==> src/rtl/ism_pkg.sv <==
// Shared types and constants for the interval sort and merge block.
`default_nettype none
package ism_pkg;
  localparam int unsigned CoordW  = 31;
  localparam int unsigned MaxIntervals = 64;
  localparam int unsigned CntW   = $clog2(MaxIntervals + 1);
  localparam int unsigned QDepth = 2;

  typedef struct packed {
    logic [CoordW-1:0] interval_start;
    logic [CoordW-1:0] interval_stop;
    logic              last_in_set;
  } in_item_t;

  typedef struct packed {
    logic [CoordW-1:0] merged_start;
    logic [CoordW-1:0] merged_stop;
    logic              last_merged;
    logic              overflowed;
  } out_item_t;

  // Front-end classification handed to the back end.
  typedef struct packed {
    logic [CoordW-1:0] start;
    logic [CoordW-1:0] stop;
    logic              store;
    logic              last;
  } cmd_t;
endpackage
`default_nettype wire

==> src/rtl/ism_front.sv <==
// Front end: accept items, classify keep or drop, queue commands.
`default_nettype none
module ism_front (
  input  wire logic            clk_i,
  input  wire logic            rst_ni,
  input  wire ism_pkg::in_item_t in_data_i,
  input  wire logic            in_valid_i,
  output logic                 in_ready_o,
  output ism_pkg::cmd_t        cmd_o,
  output logic                 cmd_valid_o,
  input  wire logic            cmd_ready_i
);
  import ism_pkg::*;

  cmd_t              q_mem_q [QDepth];
  logic              wr_ptr_q, rd_ptr_q;
  logic [1:0]        fill_q;
  logic [CntW-1:0]   kept_q;
  logic              push, pop;
  cmd_t              cmd;

  assign in_ready_o  = (fill_q != 2'(QDepth));
  assign push        = in_valid_i && in_ready_o;
  assign cmd_valid_o = (fill_q != 2'd0);
  assign pop         = cmd_valid_o && cmd_ready_i;
  assign cmd_o       = q_mem_q[rd_ptr_q];

  // Classify: keep while the set has room.
  always_comb begin
    cmd.start = in_data_i.interval_start;
    cmd.stop  = in_data_i.interval_stop;
    cmd.last  = in_data_i.last_in_set;
    cmd.store = (kept_q < CntW'(MaxIntervals));
  end

  always_ff @(posedge clk_i) begin
    if (push) q_mem_q[wr_ptr_q] <= cmd;
  end

  always_ff @(posedge clk_i or negedge rst_ni) begin
    if (!rst_ni) begin
      wr_ptr_q <= 1'b0;
      rd_ptr_q <= 1'b0;
      fill_q   <= 2'd0;
      kept_q   <= '0;
    end else begin
      if (push) begin
        wr_ptr_q <= ~wr_ptr_q;
        if (in_data_i.last_in_set) kept_q <= '0;
        else if (cmd.store) kept_q <= kept_q + CntW'(1);
      end
      if (pop) rd_ptr_q <= ~rd_ptr_q;
      fill_q <= fill_q + {1'b0, push} - {1'b0, pop};
    end
  end
endmodule
`default_nettype wire

==> config.mk <==
export PLATFORM = sky130hd
export DESIGN_NAME = ism_front
export DESIGN_NICKNAME = d
export VERILOG_FILES = /design/src/rtl/ism_pkg.sv /design/src/rtl/ism_front.sv
export SDC_FILE = /design/constraint.sdc
export NUM_CORES = 1
export LEC_CHECK = 0
export BUFFER_PORTS_ARGS = -buffer_cell sky130_fd_sc_hd__buf_2
export CORE_ASPECT_RATIO = 1.4
export CORE_UTILIZATION = 45
export DETAILED_ROUTE_END_ITERATION = 10
export PLACE_DENSITY = 0.69
export RECOVER_POWER = 25
export SETUP_SLACK_MARGIN = 0.4
export SKIP_LAST_GASP = 1
export SLEW_MARGIN = 40
export SYNTH_ARGS = -nofsm -noshare
export SYNTH_HDL_FRONTEND = slang
export SYNTH_SLANG_ARGS = --single-unit
==> constraint.sdc <==
create_clock -name clk_i -period 4.9 [get_ports clk_i]
set_input_delay 0.245 -clock clk_i [delete_from_list [all_inputs] [get_ports clk_i]]
set_output_delay 0.245 -clock clk_i [all_outputs]
set_load 0.05 [all_outputs]
# [Word-level counts from Yosys, hierarchy flattened]
# Memories as Yosys holds them, arrays and structs flattened.
# Cells that the tools add are included.
[classes] n_eq_ne=1 n_mux=4 n_lt_le_gt_ge=1 n_bitwise=2 addsub=3 n_reduce_logical=5
[ops] operator="7-bit two-way mux" n=2
[ops] operator="7-bit by 1-bit adder with 7-bit output (second input constant)" n=1
[ops] operator="7-bit < comparator (second input constant)" n=1
[ops] operator="2-bit nonzero test" n=2
[ops] operator="2-bit by 1-bit adder with 2-bit output" n=1
[ops] operator="1-bit logical AND" n=2
[ops] operator="1-bit two-way mux" n=2
[ops] operator="2-bit != test (second input constant)" n=1
[ops] operator="1-bit inverter" n=2
[ops] operator="2-bit AND reduction" n=1
[ops] operator="2-bit by 1-bit subtractor with 2-bit output" n=1
[totals] ram_bits=128 mem_count=1 in_bits=67 register_bits=11 out_inout_bits=66 elab_cells=21
[mem_list] name="q_mem_q" depth=2 width=64 read_ports=1 rd_clocked_by_memory_dff=0 wr=1 line_no="ism_front.sv:15" text="cmd_t q_mem_q [QDepth];"

# [Longest topological paths before layout]
[depth] depth_word=4 mapped_depth=5 ltp_nobuf=5

# [Least setup slack after synthesis]
# No wires, ideal clock.
[synth_path] kind="register to register" start="reg fill_q[1]" end="mem q_mem_q[0][0] (netlist name) (enable)" synth_period_minus_slack_ns=4.116 setup_ns=0.487 required_ns=4.413 stages_incl_launch_ff=5 path_slack_ns=0.784 n_path_buf=0 t_arrival_ns=3.630 path_cell_list="dfrtp_1 > nor2b_4 > inv_2 > nand2_1 > nor2_1"
[synth_via] elab_chain_cells=4
[synth_lines] element="start: declaration" line_no="ism_front.sv:17" text="logic [1:0] fill_q;"
[synth_lines] element="start signal: assignment" line_no="ism_front.sv:53" text="fill_q <= fill_q + {1'b0, push} - {1'b0, pop};"
[synth_lines] element="2-bit != test" line_no="ism_front.sv:22" text="assign in_ready_o = (fill_q != 2'(QDepth));"
[synth_lines] element="named net in_ready_o" line_no="ism_front.sv:8" text="output logic in_ready_o,"
[synth_lines] element="1-bit logical AND" line_no="ism_front.sv:23" text="assign push = in_valid_i && in_ready_o;"
[synth_lines] element="1-bit two-way mux" line_no="ism_front.sv:37" text="if (push) q_mem_q[wr_ptr_q] <= cmd;"
[synth_lines] element="1-bit two-way mux (not written as such)" line_no="ism_front.sv:37"
[synth_lines] element="end: declaration" line_no="ism_front.sv:15"
# The timed path passes the listed nets, and every way through them passes these cells.

==> flow_summary.toml <==
[synth]
synth_flop_cell = "sky130_fd_sc_hd__edfxtp_1"
combinational_family_with_the_most_area_after_synthesis = "multiplexers"
muxShareOfSynthArea_pct = 13.8
post_synthesis_net_count = 331
synth-adder-area-share_pct = 0.479
synth_async_sr_flop_share_pct = 7.91
ys_warn_count = 0
synth_top_cells_by_count = "sky130_fd_sc_hd__edfxtp_1, sky130_fd_sc_hd__mux2_2, sky130_fd_sc_hd__dfrtp_1"
post-synth-top-count-cell = "sky130_fd_sc_hd__edfxtp_1"
area_fraction_in_compound_gates_after_synthesis_pct = 1.94
synthCells = 262
synth_seq_cells = 139
synthXorXnorAreaFrac_pct = 0.671
post_synth_instance_area_sq_mm = 0.00522
post_synth_num_cell_types = 31
sequential_element_share_of_the_synthesized_area_pct = 78.9
number_of_synthesized_flops_with_an_enable_pin = 128
synth.area.top_cells = "sky130_fd_sc_hd__edfxtp_1, sky130_fd_sc_hd__mux2_2, sky130_fd_sc_hd__dfrtp_1"
synth.avg_cell_area_sq_um = 19.9
synth_top_area_cell = "sky130_fd_sc_hd__edfxtp_1"
synth_simple_gate_area_share_pct = 3.07
synth_largest_type_area_fraction_pct = 73.6

[clock_tree]
root_buffer = "sky130_fd_sc_hd__clkbuf_16"
clock_tree_from_tritoncts = "yes"
cts.reportedPaths.clkPinSlew_ps = 60
clock_insertion_delay_worst_skew_ps = 400
cts_hold_buf = 1
cts_max_path_buffers = 2
numClockSinks = 139
ctsResizeCount = 0
cts_inserted_buffers = 17
cts.htree.levels = 4
postCtsSetupRepairBufs = 0

[timing]
final.period_utilization_pct = 53.5
drv_slew = 0
final-setup-viol-count = 0
hold_viol_final = 0
grt_setup_unrepaired = "no"
worst_clock_skew_ps = 7.41
finalWorstPathRequiredPeriod_ps = 2620
worst-slew-pin-transition_ps = 737
clock.fmax_mhz = 381
slew_headroom_pct = 50.7
finalSetupTns_ps = 0

[die]
initial_core_util_pct = 46.1
die_area_sq_mm = 0.0120
placementRows = 46
fp.coreArea_sq_mm = 0.0113
floorplan.die.height_um = 129
pin_count = 133
die_width_um = 93.1

[final_layout]
num-nets-final = 478
fillers = 886
share_of_layout_cells_above_drive_strength_1_pct = 53.3
final_cells = 568
layout.core_utilization_pct = 58.9
layout-area-overhead-vs-synth_pct = 27.9

[route]
vias = 2898
final_routed_wirelength_across_all_metal_layers_mm = 9.83
route.detailed.wl_per_inst_um = 17.3
drt-vias-per-instance = 5.10
detail_route.drc_violations = 0
drt_first_iter_violations = 132
firstDrtPassIters = 5
ant_nets = 0

[power]
power.leakage_nw = 2.52
max-vdd-ir-drop_mv = 0.312
power_per_cell_area_mw_per_mm2 = 731

[grt]
grt_use_total_pct = 16.6
grt_remaining_overflow = 0
grt_antenna_before_repair = 3
first_global_vias = 3025
global_route_wire_length_before_repair_mm = 14.4
grt_max_degree = 41

[setup_path]
start_kind = "register"
worst_setup_path_end_kind = "output pin"
crit_path_max_incr_delay_ps = 770
maximum_fanout_along_the_worst_path = 39
critical_path_cell_with_the_highest_stage_delay = "sky130_fd_sc_hd__dfrtp_2"
worstPathCellList = "buf_4 -> mux2_2 -> buf_2"
setup.worst_path.class = "reg2out"
worst_ep_required_time_ps = 4660
worst_ep_arrival_time_ps = 2380

[placement]
hpwlAfterDp_mm = 6.49
place_inst = 533
port-buffer-count = 132
gp_routability_congestion = 0.882

[status]
status = "complete, no violations"

[run]
max_cap_violations = 0

[worst_hold_path]
class_of_the_tightest_hold_or_removal_check = "in2reg"
[worst max-delay path, delay by kind of cell, from the launching register on]
family / cells / cell delay [ps]
muxes: 1 / 400
buffers and inverters: 2 / 770
DFF: 1 / 770
[final timing paths]
kind | from | end | slack (ps) | cells past startpoint
hold / removal | in_data_i[51] | q_mem_q[1][52] | 30 | 1
setup reg to reg | fill_q[1] | q_mem_q[0][53] | 2480 | 5
min in group asynchronous | rst_ni | fill_q[1] | 250 | 2
hold reg to reg | wr_ptr_q | wr_ptr_q | 560 | 1
setup / recovery | rd_ptr_q | cmd_o[43] | 2280 | 3
max in group asynchronous | rst_ni | rd_ptr_q | 4410 | 2
[kinds of logic after synthesis]
kind of cell,Yosys count
compound gates,12
simple gates,27
flops,139
xor+xnor,4
buf+inv,14
fa+ha+maj,2
mux,64
[flip-flops by register name, indices dropped and copies added (netlist names)]
| signal | flops |
|---|---|
| kept_q | 7 |
| q_mem_q | 128 |
| fill_q | 2 |
| wr_ptr_q | 1 |
| rd_ptr_q | 1 |
[layer usage]
metal / part of all wire [%] / wire length [um] / GRT usage (%)
met1: 34 / 3360 / 15.4
met2: 58 / 5750 / 30.9
met3: 4.7 / 466 / 6.28
met4: 2.5 / 246 / 8.87
met5: 0.13 / 13 / 0
[cell type report]
type	count	area, sq um	area share, %
diodes	2	5.00	0.0749
clock buffers	18	429	6.42
clock inverters	14	195	2.92
inverters	6	22.5	0.337
multi-input cells	109	1050	15.7
flip-flops and latches	139	4120	61.7
well taps	144	180	2.70
repair buffers	136	679	10.2
[placed cells by master (no fill, tap or decap), types with 2 or more instances in the layout]
cell / n
sky130_fd_sc_hd__edfxtp_1: 128
sky130_fd_sc_hd__buf_2: 121
sky130_fd_sc_hd__mux2_2: 64
sky130_fd_sc_hd__clkbuf_16: 17
sky130_fd_sc_hd__clkbuf_1: 12
sky130_fd_sc_hd__dfrtp_1: 10
sky130_fd_sc_hd__inv_1: 5
sky130_fd_sc_hd__xnor2_1: 4
sky130_fd_sc_hd__nand3_1: 4
sky130_fd_sc_hd__bufinv_16: 4
sky130_fd_sc_hd__nor2_1: 3
sky130_fd_sc_hd__nand2_1: 3
sky130_fd_sc_hd__nand4_1: 3
sky130_fd_sc_hd__a221o_1: 3
sky130_fd_sc_hd__clkinv_4: 3
sky130_fd_sc_hd__clkinvlp_4: 3
sky130_fd_sc_hd__buf_4: 3
sky130_fd_sc_hd__diode_2: 2
sky130_fd_sc_hd__nor3_1: 2
sky130_fd_sc_hd__o21ai_0: 2
sky130_fd_sc_hd__and3_1: 2
sky130_fd_sc_hd__ha_1: 2
sky130_fd_sc_hd__inv_6: 2
[report_power, final]
group	internal (W)	switching (W)
Clock	0.000854	0.000472
Sequential	0.00162	0.000138
Combinational	0.000502	0.00129
[stage by stage]
stage          setup WS [ps]  area [sq um]  hold slack [ps]  total power (W)
6_report                2280          6680             28.8          0.00488
5_1_grt                 2130          6680             1.30          0.00507
4_1_cts                 2210          6690             7.32          0.00494
3_5_place_dp            2490          6060              128          0.00360
3_3_place_gp            2530          6060              128          0.00356
2_1_floorplan            784          5220            -50.6          0.00321
No activity file was read; power rests on OpenSTA's default activity.
